`config.mk`:
```
export PLATFORM = sky130hd
export DESIGN_NAME = pump_relay_lockout_controller_flat
export DESIGN_NICKNAME = d
export VERILOG_FILES = /design/src/rtl/prlc_pkg.sv /design/src/rtl/prlc_ifs.sv /design/src/rtl/prlc_cfg_regs.sv /design/src/rtl/prlc_core.sv /design/src/rtl/pump_relay_lockout_controller.sv /design/src/flat_wrapper.sv
export SDC_FILE = /design/constraint.sdc
export NUM_CORES = 1
export LEC_CHECK = 0
export BUFFER_PORTS_ARGS = -buffer_cell sky130_fd_sc_hd__buf_2
export CAP_MARGIN = 15
export CORE_UTILIZATION = 50
export CTS_CLUSTER_DIAMETER = 80
export DETAILED_ROUTE_END_ITERATION = 8
export PLACE_DENSITY = 0.73
export SLEW_MARGIN = 40
export SYNTH_ARGS = -nofsm -noshare
export SYNTH_HDL_FRONTEND = slang
export SYNTH_HIERARCHICAL = 1
export SYNTH_SLANG_ARGS = --single-unit
export TNS_END_PERCENT = 50
```
`constraint.sdc`:
```
create_clock -name clk -period 5.6 [get_ports clk]
set_input_delay 0.56 -clock clk [delete_from_list [all_inputs] [get_ports clk]]
set_output_delay 0.56 -clock clk [all_outputs]
set_load 0.05 [all_outputs]
```
`src/rtl/prlc_pkg.sv`:
```
// Types and constants for the pump relay lockout controller.
`default_nettype none

package prlc_pkg;

  localparam int CFG_ADDR_W = 4;
  localparam int CFG_DATA_W = 32;

  // Register indexes, taken from paddr[3:2].
  localparam logic [1:0] REG_REST_PERIOD   = 2'd0;
  localparam logic [1:0] REG_SAMPLE_PERIOD = 2'd1;
  localparam logic [1:0] REG_BUZZER        = 2'd2;

  localparam logic [15:0] REST_PERIOD_RST   = 16'd10000;
  localparam logic [9:0]  SAMPLE_PERIOD_RST = 10'd50;
  localparam logic [15:0] BUZZER_RST        = 16'd200;
  localparam logic [9:0]  MS_PER_SECOND     = 10'd1000;

  // Command codes.
  localparam logic [2:0] CMD_TICK      = 3'd0;
  localparam logic [2:0] CMD_START     = 3'd1;
  localparam logic [2:0] CMD_STOP      = 3'd2;
  localparam logic [2:0] CMD_EMERGENCY = 3'd3;
  localparam logic [2:0] CMD_CLEAR     = 3'd4;

  // Start outcome codes.
  localparam logic [2:0] OUT_NONE    = 3'd0;
  localparam logic [2:0] OUT_STARTED = 3'd1;
  localparam logic [2:0] OUT_LOCKED  = 3'd2;
  localparam logic [2:0] OUT_RESTING = 3'd3;
  localparam logic [2:0] OUT_UNSAFE  = 3'd4;

  typedef enum logic [1:0] {
    MODE_STOPPED = 2'd0,
    MODE_RUNNING = 2'd1,
    MODE_LOCKED  = 2'd2
  } mode_t;

  typedef struct packed {
    logic [15:0] rest_period_ms;
    logic [9:0]  sample_period_ms;
    logic [15:0] buzzer_ms;
  } cfg_t;

  typedef struct packed {
    logic [2:0] cmd;
    logic       emergency_level;
    logic       manual_level;
    logic       safe_to_start;
  } in_item_t;

  typedef struct packed {
    logic [1:0]  pump_state;
    logic        relay_on;
    logic        buzzer_on;
    logic [2:0]  start_outcome;
    logic [31:0] run_seconds;
  } out_item_t;

  typedef struct packed {
    mode_t       mode;
    logic [15:0] ms_since_change;
    logic        changed_once;
    logic [9:0]  ms_since_sample;
    logic        prev_emer;
    logic        prev_man;
    logic [9:0]  run_ms_frac;
    logic [31:0] run_secs;
    logic [15:0] buzzer_left;
  } pump_state_t;

endpackage

`default_nettype wire

```
`src/rtl/prlc_ifs.sv`:
```
// Valid/ready channel interfaces for input items and result items.
`default_nettype none

interface prlc_in_if;
  logic       valid;
  logic       ready;
  logic [2:0] cmd;
  logic       emergency_level;
  logic       manual_level;
  logic       safe_to_start;

  modport source (output valid, cmd, emergency_level, manual_level, safe_to_start,
                  input ready);
  modport sink (input valid, cmd, emergency_level, manual_level, safe_to_start,
                output ready);
endinterface

interface prlc_out_if;
  logic        valid;
  logic        ready;
  logic [1:0]  pump_state;
  logic        relay_on;
  logic        buzzer_on;
  logic [2:0]  start_outcome;
  logic [31:0] run_seconds;

  modport source (output valid, pump_state, relay_on, buzzer_on, start_outcome,
                  run_seconds, input ready);
  modport sink (input valid, pump_state, relay_on, buzzer_on, start_outcome,
                run_seconds, output ready);
endinterface

`default_nettype wire

```
`src/rtl/prlc_cfg_regs.sv`:
```
// APB configuration registers: rest period, sample period and buzzer length.
`default_nettype none

module prlc_cfg_regs
  import prlc_pkg::*;
(
  input  wire logic                  clk,
  input  wire logic                  rst_n,
  input  wire logic                  psel,
  input  wire logic                  penable,
  input  wire logic                  pwrite,
  input  wire logic [CFG_ADDR_W-1:0] paddr,
  input  wire logic [CFG_DATA_W-1:0] pwdata,
  output logic      [CFG_DATA_W-1:0] prdata,
  output logic                       pready,
  output cfg_t                       cfg
);

  cfg_t       cfg_r;
  logic       wr_en;
  logic [1:0] reg_idx;

  assign reg_idx = paddr[3:2];
  assign wr_en   = psel && penable && pwrite;
  assign pready  = 1'b1;
  assign cfg     = cfg_r;

  always_ff @(posedge clk) begin
    if (!rst_n) begin
      cfg_r.rest_period_ms   <= REST_PERIOD_RST;
      cfg_r.sample_period_ms <= SAMPLE_PERIOD_RST;
      cfg_r.buzzer_ms        <= BUZZER_RST;
    end else if (wr_en) begin
      case (reg_idx)
        REG_REST_PERIOD:   cfg_r.rest_period_ms   <= pwdata[15:0];
        REG_SAMPLE_PERIOD: cfg_r.sample_period_ms <= pwdata[9:0];
        REG_BUZZER:        cfg_r.buzzer_ms        <= pwdata[15:0];
        default: ;
      endcase
    end
  end

  always_comb begin
    case (reg_idx)
      REG_REST_PERIOD:   prdata = {16'd0, cfg_r.rest_period_ms};
      REG_SAMPLE_PERIOD: prdata = {22'd0, cfg_r.sample_period_ms};
      REG_BUZZER:        prdata = {16'd0, cfg_r.buzzer_ms};
      default:           prdata = '0;
    endcase
  end

endmodule

`default_nettype wire

```
`src/rtl/prlc_core.sv`:
```
// Controller state and the combinational update that one item applies to it.
`default_nettype none

module prlc_core
  import prlc_pkg::*;
(
  input  wire logic     clk,
  input  wire logic     rst_n,
  input  wire logic     step_en,
  input  wire in_item_t item,
  input  wire cfg_t     cfg,
  output out_item_t     result
);

  pump_state_t st_r;
  pump_state_t st_nxt;
  logic [2:0]  outcome;
  logic        start_req;
  logic        sample_hit;
  logic [9:0]  frac_inc;

  always_ff @(posedge clk) begin
    if (!rst_n) begin
      st_r.mode            <= MODE_STOPPED;
      st_r.ms_since_change <= '0;
      st_r.changed_once    <= 1'b0;
      st_r.ms_since_sample <= '0;
      st_r.prev_emer       <= 1'b1;
      st_r.prev_man        <= 1'b1;
      st_r.run_ms_frac     <= '0;
      st_r.run_secs        <= '0;
      st_r.buzzer_left     <= '0;
    end else if (step_en) begin
      st_r <= st_nxt;
    end
  end

  // Next state. A start attempt, from a command or from a manual button
  // edge, is always the last action of an item, so it is resolved once at
  // the end against the state the earlier actions left.
  always_comb begin
    st_nxt     = st_r;
    outcome    = OUT_NONE;
    start_req  = 1'b0;
    sample_hit = 1'b0;
    frac_inc   = st_r.run_ms_frac + 10'd1;

    case (item.cmd)
      CMD_TICK: begin
        if (st_r.ms_since_change != 16'hFFFF) begin
          st_nxt.ms_since_change = st_r.ms_since_change + 16'd1;
        end
        if (st_r.ms_since_sample != 10'h3FF) begin
          st_nxt.ms_since_sample = st_r.ms_since_sample + 10'd1;
        end
        if (st_r.buzzer_left != 16'd0) begin
          st_nxt.buzzer_left = st_r.buzzer_left - 16'd1;
        end
        if (st_r.mode == MODE_RUNNING) begin
          if (frac_inc >= MS_PER_SECOND) begin
            st_nxt.run_ms_frac = '0;
            if (st_r.run_secs != 32'hFFFF_FFFF) begin
              st_nxt.run_secs = st_r.run_secs + 32'd1;
            end
          end else begin
            st_nxt.run_ms_frac = frac_inc;
          end
        end

        sample_hit = (st_nxt.ms_since_sample >= cfg.sample_period_ms);
        if (sample_hit) begin
          st_nxt.ms_since_sample = '0;
          // Emergency edge is handled before the manual edge.
          if (!item.emergency_level && st_r.prev_emer) begin
            st_nxt.mode            = MODE_LOCKED;
            st_nxt.run_ms_frac     = '0;
            st_nxt.run_secs        = '0;
            st_nxt.buzzer_left     = cfg.buzzer_ms;
            st_nxt.ms_since_change = '0;
            st_nxt.changed_once    = 1'b1;
          end
          st_nxt.prev_emer = item.emergency_level;
          if (!item.manual_level && st_r.prev_man) begin
            if (st_nxt.mode == MODE_RUNNING) begin
              st_nxt.mode            = MODE_STOPPED;
              st_nxt.run_ms_frac     = '0;
              st_nxt.run_secs        = '0;
              st_nxt.ms_since_change = '0;
              st_nxt.changed_once    = 1'b1;
            end else begin
              start_req = 1'b1;
            end
          end
          st_nxt.prev_man = item.manual_level;
        end
      end
      CMD_START: begin
        start_req = 1'b1;
      end
      CMD_STOP: begin
        if (st_r.mode != MODE_STOPPED) begin
          st_nxt.mode            = MODE_STOPPED;
          st_nxt.run_ms_frac     = '0;
          st_nxt.run_secs        = '0;
          st_nxt.ms_since_change = '0;
          st_nxt.changed_once    = 1'b1;
        end
      end
      CMD_EMERGENCY: begin
        st_nxt.mode            = MODE_LOCKED;
        st_nxt.run_ms_frac     = '0;
        st_nxt.run_secs        = '0;
        st_nxt.buzzer_left     = cfg.buzzer_ms;
        st_nxt.ms_since_change = '0;
        st_nxt.changed_once    = 1'b1;
      end
      CMD_CLEAR: begin
        if (st_r.mode == MODE_LOCKED) begin
          st_nxt.mode            = MODE_STOPPED;
          st_nxt.ms_since_change = '0;
          st_nxt.changed_once    = 1'b1;
        end
      end
      default: ;
    endcase

    if (start_req) begin
      if (st_nxt.mode == MODE_LOCKED) begin
        outcome = OUT_LOCKED;
      end else if (st_nxt.changed_once &&
                   (st_nxt.ms_since_change < cfg.rest_period_ms)) begin
        outcome = OUT_RESTING;
      end else if (!item.safe_to_start) begin
        outcome = OUT_UNSAFE;
      end else begin
        outcome                = OUT_STARTED;
        st_nxt.mode            = MODE_RUNNING;
        st_nxt.run_ms_frac     = '0;
        st_nxt.run_secs        = '0;
        st_nxt.ms_since_change = '0;
        st_nxt.changed_once    = 1'b1;
      end
    end
  end

  // Result fields follow from the state the item leaves.
  always_comb begin
    result.pump_state    = st_nxt.mode;
    result.relay_on      = (st_nxt.mode == MODE_RUNNING);
    result.buzzer_on     = (st_nxt.buzzer_left != 16'd0);
    result.start_outcome = outcome;
    result.run_seconds   = (st_nxt.mode == MODE_RUNNING) ? st_nxt.run_secs : 32'd0;
  end

endmodule

`default_nettype wire

```
`src/rtl/pump_relay_lockout_controller.sv`:
```
// Top level of the pump relay lockout controller.
//
//   Channel   Direction  Handshake           Carries
//   in_chan   sink       valid/ready         cmd, button levels, safe_to_start
//   out_chan  source     valid/ready         pump state, relay, buzzer, outcome,
//                                            run seconds
//   APB       slave      psel/penable/pready rest, sample and buzzer registers
//
// An item is registered in the input register at its transfer and its result is
// registered in the output register when prlc_core takes its step.
// The state update in prlc_core sets the throughput, one item per clock while
// out_chan does not stall. When it stalls, the input register holds its item
// and in_chan.ready drops only while both registers are full.
// Reset is synchronous and active low; it restores the register defaults.
`default_nettype none

module pump_relay_lockout_controller
  import prlc_pkg::*;
(
  input  wire logic                  clk,
  input  wire logic                  rst_n,
  prlc_in_if.sink                    in_chan,
  prlc_out_if.source                 out_chan,
  input  wire logic                  psel,
  input  wire logic                  penable,
  input  wire logic                  pwrite,
  input  wire logic [CFG_ADDR_W-1:0] paddr,
  input  wire logic [CFG_DATA_W-1:0] pwdata,
  output logic      [CFG_DATA_W-1:0] prdata,
  output logic                       pready
);

  cfg_t      cfg;
  logic      s1_valid_r;
  logic      s1_valid_nxt;
  in_item_t  s1_item_r;
  logic      out_valid_r;
  logic      out_valid_nxt;
  out_item_t out_item_r;
  out_item_t step_result;
  logic      stall;
  logic      step_en;
  logic      in_xfer;

  prlc_cfg_regs u_cfg (
    .clk     (clk),
    .rst_n   (rst_n),
    .psel    (psel),
    .penable (penable),
    .pwrite  (pwrite),
    .paddr   (paddr),
    .pwdata  (pwdata),
    .prdata  (prdata),
    .pready  (pready),
    .cfg     (cfg)
  );

  prlc_core u_core (
    .clk     (clk),
    .rst_n   (rst_n),
    .step_en (step_en),
    .item    (s1_item_r),
    .cfg     (cfg),
    .result  (step_result)
  );

  assign stall         = out_valid_r && !out_chan.ready;
  assign step_en       = s1_valid_r && !stall;
  assign in_chan.ready = !s1_valid_r || !stall;
  assign in_xfer       = in_chan.valid && in_chan.ready;

  always_comb begin
    s1_valid_nxt = s1_valid_r;
    if (in_xfer) begin
      s1_valid_nxt = 1'b1;
    end else if (step_en) begin
      s1_valid_nxt = 1'b0;
    end
  end

  always_comb begin
    out_valid_nxt = out_valid_r;
    if (step_en) begin
      out_valid_nxt = 1'b1;
    end else if (out_chan.ready) begin
      out_valid_nxt = 1'b0;
    end
  end

  always_ff @(posedge clk) begin
    if (!rst_n) begin
      s1_valid_r  <= 1'b0;
      out_valid_r <= 1'b0;
    end else begin
      s1_valid_r  <= s1_valid_nxt;
      out_valid_r <= out_valid_nxt;
    end
  end

  always_ff @(posedge clk) begin
    if (in_xfer) begin
      s1_item_r.cmd             <= in_chan.cmd;
      s1_item_r.emergency_level <= in_chan.emergency_level;
      s1_item_r.manual_level    <= in_chan.manual_level;
      s1_item_r.safe_to_start   <= in_chan.safe_to_start;
    end
    if (step_en) begin
      out_item_r <= step_result;
    end
  end

  assign out_chan.valid         = out_valid_r;
  assign out_chan.pump_state    = out_item_r.pump_state;
  assign out_chan.relay_on      = out_item_r.relay_on;
  assign out_chan.buzzer_on     = out_item_r.buzzer_on;
  assign out_chan.start_outcome = out_item_r.start_outcome;
  assign out_chan.run_seconds   = out_item_r.run_seconds;

endmodule

`default_nettype wire

```
`src/flat_wrapper.sv`:
```
// flat-port wrapper written by rule: the top's interface ports become plain ports
module pump_relay_lockout_controller_flat import prlc_pkg::*;
  (clk, rst_n, psel, penable, pwrite, paddr, pwdata, prdata, pready, in_chan_valid, in_chan_cmd, in_chan_emergency_level, in_chan_manual_level, in_chan_safe_to_start, in_chan_ready, out_chan_valid, out_chan_pump_state, out_chan_relay_on, out_chan_buzzer_on, out_chan_start_outcome, out_chan_run_seconds, out_chan_ready);
  prlc_in_if in_chan_i ();
  prlc_out_if out_chan_i ();
  input  wire logic clk;
  input  wire logic rst_n;
  input  wire logic psel;
  input  wire logic penable;
  input  wire logic pwrite;
  input  wire logic [CFG_ADDR_W-1:0] paddr;
  input  wire logic [CFG_DATA_W-1:0] pwdata;
  output logic      [CFG_DATA_W-1:0] prdata;
  output logic pready;
  input wire logic [$bits(in_chan_i.valid)-1:0] in_chan_valid;
  input wire logic [$bits(in_chan_i.cmd)-1:0] in_chan_cmd;
  input wire logic [$bits(in_chan_i.emergency_level)-1:0] in_chan_emergency_level;
  input wire logic [$bits(in_chan_i.manual_level)-1:0] in_chan_manual_level;
  input wire logic [$bits(in_chan_i.safe_to_start)-1:0] in_chan_safe_to_start;
  output wire logic [$bits(in_chan_i.ready)-1:0] in_chan_ready;
  output wire logic [$bits(out_chan_i.valid)-1:0] out_chan_valid;
  output wire logic [$bits(out_chan_i.pump_state)-1:0] out_chan_pump_state;
  output wire logic [$bits(out_chan_i.relay_on)-1:0] out_chan_relay_on;
  output wire logic [$bits(out_chan_i.buzzer_on)-1:0] out_chan_buzzer_on;
  output wire logic [$bits(out_chan_i.start_outcome)-1:0] out_chan_start_outcome;
  output wire logic [$bits(out_chan_i.run_seconds)-1:0] out_chan_run_seconds;
  input wire logic [$bits(out_chan_i.ready)-1:0] out_chan_ready;
  assign in_chan_i.valid = in_chan_valid;
  assign in_chan_i.cmd = in_chan_cmd;
  assign in_chan_i.emergency_level = in_chan_emergency_level;
  assign in_chan_i.manual_level = in_chan_manual_level;
  assign in_chan_i.safe_to_start = in_chan_safe_to_start;
  assign in_chan_ready = in_chan_i.ready;
  assign out_chan_valid = out_chan_i.valid;
  assign out_chan_pump_state = out_chan_i.pump_state;
  assign out_chan_relay_on = out_chan_i.relay_on;
  assign out_chan_buzzer_on = out_chan_i.buzzer_on;
  assign out_chan_start_outcome = out_chan_i.start_outcome;
  assign out_chan_run_seconds = out_chan_i.run_seconds;
  assign out_chan_i.ready = out_chan_ready;
  pump_relay_lockout_controller u_core (.clk(clk), .rst_n(rst_n), .in_chan(in_chan_i), .out_chan(out_chan_i), .psel(psel), .penable(penable), .pwrite(pwrite), .paddr(paddr), .pwdata(pwdata), .prdata(prdata), .pready(pready));
endmodule
```
# After elaboration in Yosys (flattened, before gate mapping)
# Cells that the tools add are included.
# op_classes
add_sub_neg	5
order_cmp	3
eq_ne	14
mux	47
n_bitwise	1
n_reduce_logical	28
# ops
op	n
$mux W42	9
$mux W19	11
$pmux W42 S3	1
$mux W58	2
$mux W89	1
$pmux W19 S4	1
$mux W16	4
$mux W32	2
$pmux W16 S3	1
$add A32 B1 Y32 const B	1
$ne A32 B32 Y1 const B	1
$pmux W16 S2	1
$reduce_bool A16 Y1	2
$mux W10	3
$add A10 B1 Y10 const B	2
$add A16 B1 Y16 const B	1
$lt A16 B16 Y1	1
$ne A16 B16 Y1 const B	1
$sub A16 B1 Y16 const B	1
$ge A10 B10 Y1	1
$ge A10 B10 Y1 const B	1
$ne A10 B10 Y1 const B	1
$eq A2 B1 Y1 const B	4
$logic_and A1 B1 Y1	8
other kinds (18)	37
# word_totals
register_bits	178
inputBits	49
output_inout_bits	74
elab_cells	123

# Depth between registers and ports, before layout
# depth
word_depth	17
mapped_depth	29
mapped_depth_nobuf	27

# Cells and area by module
# The synthesis kept the hierarchy.
# modules_own_cells
mod	n_inst	cells_each	area_each_um2	seq_area_each_um2
prlc_core	1	952	6697.7	1781.7
prlc_cfg_regs	1	236	2148.3	840.8
pump_relay_lockout_controller	1	54	1455.1	1391.3

# Worst setup path after synthesis
# Ideal clock, no wire load.
# synth_path
path_kind	register to register
from	register u_core/u_core/st_r[60] (netlist bit)
to	register u_core/u_core/st_r[56] (netlist bit)
setup_ps	74
arrival_ps	5326
t_required_ps	5526
path_slack_ps	200
stages_incl_launch_ff	28
path_buffers	4
synth_period_minus_slack_ps	5400
path_cell_list	dfxtp_1 -> ha_1 -> and2_1 -> clkbuf_1 -> nand3_1 -> nand4_1 -> nor3_1 -> xor2_1 -> ha_1 -> a21oi_1 -> o21a_1 -> o21ai_0 -> a21o_1 -> clkbuf_1 -> clkbuf_1 -> o41ai_1 -> ha_1 -> nand4_1 -> nor2_1 -> a211oi_1 -> nor3_1 -> nor2_1 -> nand2_1 -> a211o_1 -> a21boi_1 -> clkbuf_1 -> o2111ai_1 -> o21ai_0
# synth_via
elab_chain_len	11
word_cells_on_any_way	17
classes_between	1 x add/sub; 2 x order compare; 2 x eq/ne; 11 x mux; 1 x reduce/logical
# synth_lines
element	line_no	rtl
start: declaration	prlc_core.sv:15	pump_state_t st_r;
start signal: assignment	prlc_core.sv:34	st_r <= st_nxt;
$add A10 B1 Y10 or $ne A10 B10 Y1 (tied branches)	prlc_core.sv:54, prlc_core.sv:53	
$mux W10 (*)	prlc_core.sv:53	if (st_r.ms_since_sample != 10'h3FF) begin
$mux W10 (*)	prlc_core.sv:48	case (item.cmd)
$ge A10 B10 Y1 (*)	prlc_core.sv:70	sample_hit = (st_nxt.ms_since_sample >= cfg.sample_period_ms);
$mux W89	prlc_core.sv:71	if (sample_hit) begin
$pmux W19 S4	prlc_core.sv:48	
$lt A16 B16 Y1	prlc_core.sv:131	(st_nxt.ms_since_change < cfg.rest_period_ms)) begin
$logic_and A1 B1 Y1	prlc_core.sv:130	end else if (st_nxt.changed_once &&
$mux W42	prlc_core.sv:130	
$mux W42	prlc_core.sv:128	if (st_nxt.mode == MODE_LOCKED) begin
$mux W42 (*)	prlc_core.sv:127	if (start_req) begin
# Mark *: on every way between the ends. The rest lies on a longest branch, timed or not. The select of a mux whose other input is x is not followed.
# A chain may end at the register's enable or synchronous reset.

# Worst setup path in the final report
# layout_path
from	register u_core/u_core/st_r[61] (netlist bit)
to	register u_core/u_core/st_r[27] (netlist bit)
# The elaborated chain is that of the path after synthesis.

==> run metrics <==
DP Wirelength 17.8 mm; Gate power share 13.9%; Initial Util 50.9%; slew margin rel. 51.8%; Max-cap violations 0; remaining global-route overflow 0; Non-Filler Instances 1,582; Fillers 1,808; FP Rows 52; stages on the worst setup path 23; Netlist cell types 81; Clock Path Buffers 2; Worst Hold Class input port to flop; Hold Violations, Final 0; drt first pass iters 5; Pint 2.09 mW; post-synthesis average cell area ~8.3 µm²; Slowest cell on crit path nor4_1; asr flop ratio synth 0%; TNS Setup 0 ns; post-synthesis sequential area ratio between 30% and 40%; outcome complete, no violations; count of pins over their slew limit 0; Synth area leader dfxtp_1; Min-Delay Endpoint u_core/s1_item_r[2]; CP Cell Sequence ha_1 -> and2_1 -> nand3_1 -> nand4_1 -> buf_4 -> nor2_1 -> xor2_1 -> ha_1 -> a41oi_1 -> o21ai_2 -> a21o_4 -> o21ai_0 -> nand2_1 -> o21ai_0 -> ha_1 -> nand4_1 -> nor4_1 -> a211oi_1 -> buf_4 -> o21ai_2 -> buf_4 -> a21oi_1 -> a21o_1; Sequential Power Share a little under half; Synth Instances between 1,000 and 1,500; synth-to-layout area growth 12.4%; CP Data Required Time 5.93 ns; max incr delay on CP 0.45 ns; Worst Hold Path Cells 1; CTS Hold Buffers Added 0; FF-to-FF setup slack 0.38 ns; vias in the first global route 8,405; Worst IR Drop VDD between 0.0002 and 0.00025 V; CTS tree built; fin nets roughly 1,400; root buf cell clkbuf_16; post-route antenna net violation count 0; Synth top area share 25.8%; overall die width roughly 150 µm; clock latency on the worst-skew pair 0.44 ns; worst r2r src u_core/u_core/st_r[61]; via-per-instance ratio 5.89; actual slew at the worst max-slew pin 0.722 ns; DRC Markers 0; commonest cells in the netlist nand2_1 (178), dfxtp_1 (133), o21ai_0 (111); clk_skew 0.0130 ns; CP endpoint kind flop; worst setup path class flop to flop; power per standard cell area 254 mW/mm²; Top FF cell, synth dfxtp_1; Register Area about 0.004 mm²; CTS H-Tree Depth 4; largest net degree at the start of global routing 75; routability cong. 0.852; IO Pins 123; period utilization 93.2%; reg2reg end u_core/u_core/st_r[27]; area occupied by multi-input gates ~0.0058 mm²; Reg clk slew, reported paths ~0.07 ns; synthesized area 0.0103 mm²; sw power 0.855 mW; Peak Freq about 0.19 GHz; top cells by area, synth dfxtp_1 (26%), edfxtp_1 (13%), nand2_1 (6.5%); switch share 29.1%; Post-synth EDFFs 45; Setup Viol. Count Final 0; I/O Buffers 87; fraction of layout instances using a drive strength above 1 14.4%; DR iter-0 viols roughly 820; initial antenna violation count 0; Clk pwr share ~39%; die extent in y 146 µm; total wire length 25.8 mm; Die ar. 0.0212 mm²; Placed Cells incl. Taps between 1,500 and 2,000; worst hold start in_chan_emergency_level; delay-heaviest family, CP compound AO/OA/AOI/OAI gates; Wirelength per Cell 16.3 µm; first-pass GRT wire length approximately 42 mm; DR vias between 9,000 and 10,000; Critical Path Fanout Max 20; antenna cells 0; final worst path period need 5.22 ns; Buf+Inv Stages, Crit Path 3; total CTS buffers 17; Pwr Total 2.94 mW; worst r2r path cells 23; startpoint class of the critical path flop; #FFs+latches synth 178; Worst Path Arrival around 5.6 ns; Hold WS 0.323 ns; Clock Sinks 178; Total GRT Usage approximately a quarter; Core ar. 0.0202 mm²; yosys synthesis warning count 6; count leader, synth nand2_1; cell leakage power around 4.4 nW
cell type report:
class                           instances  area share [%]
Multi-Input combinational cell        941            50.0
Sequential cell                       178            34.7
Timing Repair Buffer                  116            6.14
Clock buffer                           19            3.74
Tap cell                              270            2.92
Inverter                               45            1.46
Clock inverter                         13            1.09
metal layers:
metal  global-route usage, %  part of all wire, %
met1                    32.1                   46
met2                    39.1                   46
met3                    4.14                  5.3
met4                    9.00                  1.9
met5                       0                    0
worst max-delay path by stage:
stage / from / endpoint / slack (ns)
2_1_floorplan: u_core/u_core/st_r[60] / u_core/u_core/st_r[56] / 0.20
6_report: u_core/u_core/st_r[61] / u_core/u_core/st_r[27] / 0.38
3_3_place_gp: u_core/u_core/st_r[61] / u_core/out_chan.run_seconds[27] / 0.14
5_1_grt: u_core/u_core/st_r[61] / u_core/u_core/st_r[27] / -0.03
3_5_place_dp: u_core/u_core/st_r[61] / u_core/u_core/st_r[27] / 0.05
4_1_cts: u_core/u_core/st_r[61] / u_core/u_core/st_r[27] / 0.03
sequential cells by signal, indices dropped and copies added (netlist names):
signal	flops
u_core/u_cfg/cfg	42
u_core/out_chan.valid	1
u_core/out_chan.pump_state	2
u_core/out_chan.buzzer_on	1
u_core/s1_item_r	6
u_core/out_chan.run_seconds	32
u_core/s1_valid_r	1
u_core/out_chan.start_outcome	3
u_core/u_core/st_r	89
u_core/out_chan.relay_on	1
timing repair:
item	CTS	global route
endpoints found under the setup margin	0	97
setup buffers	0	3
resized for setup	0	12
logic make-up (layout without fill, tap and decap cells):
group / count (synthesis) / count (layout) / share of synthesized area [%]
other cells: 2 / 17 / 0.0729
fa+ha+maj: 32 / 32 / 3.89
buf+inv: 138 / 193 / 6.29
mux: 61 / 61 / 5.94
simple gates: 493 / 493 / 23.1
flops: 178 / 178 / 39.0
xor+xnor: 13 / 13 / 1.11
compound gates: 325 / 325 / 20.6
placed cells by master (no fill, tap or decap), types with 24 or more instances in the layout:
cell,n
o21ai_0,110
dfxtp_1,133
ha_1,32
a21oi_1,52
nand2_1,178
buf_2,87
nor2_1,107
a211oi_1,24
a22o_1,24
inv_1,45
buf_4,24
mux2i_1,60
nand3_1,48
nor3_1,24
edfxtp_1,45
power by group through the flow:
| stage | Combinational, mW | Sequential (mW) | Clock [mW] |
|---|---|---|---|
| finish | 0.408 | 1.38 | 1.16 |
| global route | 0.437 | 1.38 | 1.23 |
| CTS | 0.399 | 1.38 | 1.17 |
| detailed placement | 0.396 | 1.41 | 0 |
| global placement | 0.390 | 1.40 | 0 |
| floorplan | 0.264 | 1.45 | 0 |
worst register-to-register path, stage by stage (launching register included):
cell and delay [ns]:
dfxtp_1 0.35, ha_1 0.23, and2_1 0.22, nand3_1 0.11
nand4_1 0.18, buf_4 0.21, nor2_1 0.20, xor2_1 0.10
ha_1 0.31, a41oi_1 0.15, o21ai_2 0.33, a21o_4 0.33
o21ai_0 0.14, nand2_1 0.08, o21ai_0 0.11, ha_1 0.32
nand4_1 0.14, nor4_1 0.45, a211oi_1 0.14, buf_4 0.18
o21ai_2 0.33, buf_4 0.30, a21oi_1 0.07, a21o_1 0.15
stage by stage:
step	util [%]	setup WS, ns	area (µm²)
2_1_floorplan	-	0.200	10400
3_3_place_gp	53.7	0.142	10900
3_5_place_dp	53.9	0.0513	10900
4_1_cts	56.7	0.0260	11500
5_1_grt	57.2	-0.0345	11600
6_report	57.2	0.383	11600
(Power assumes the default switching activity.)
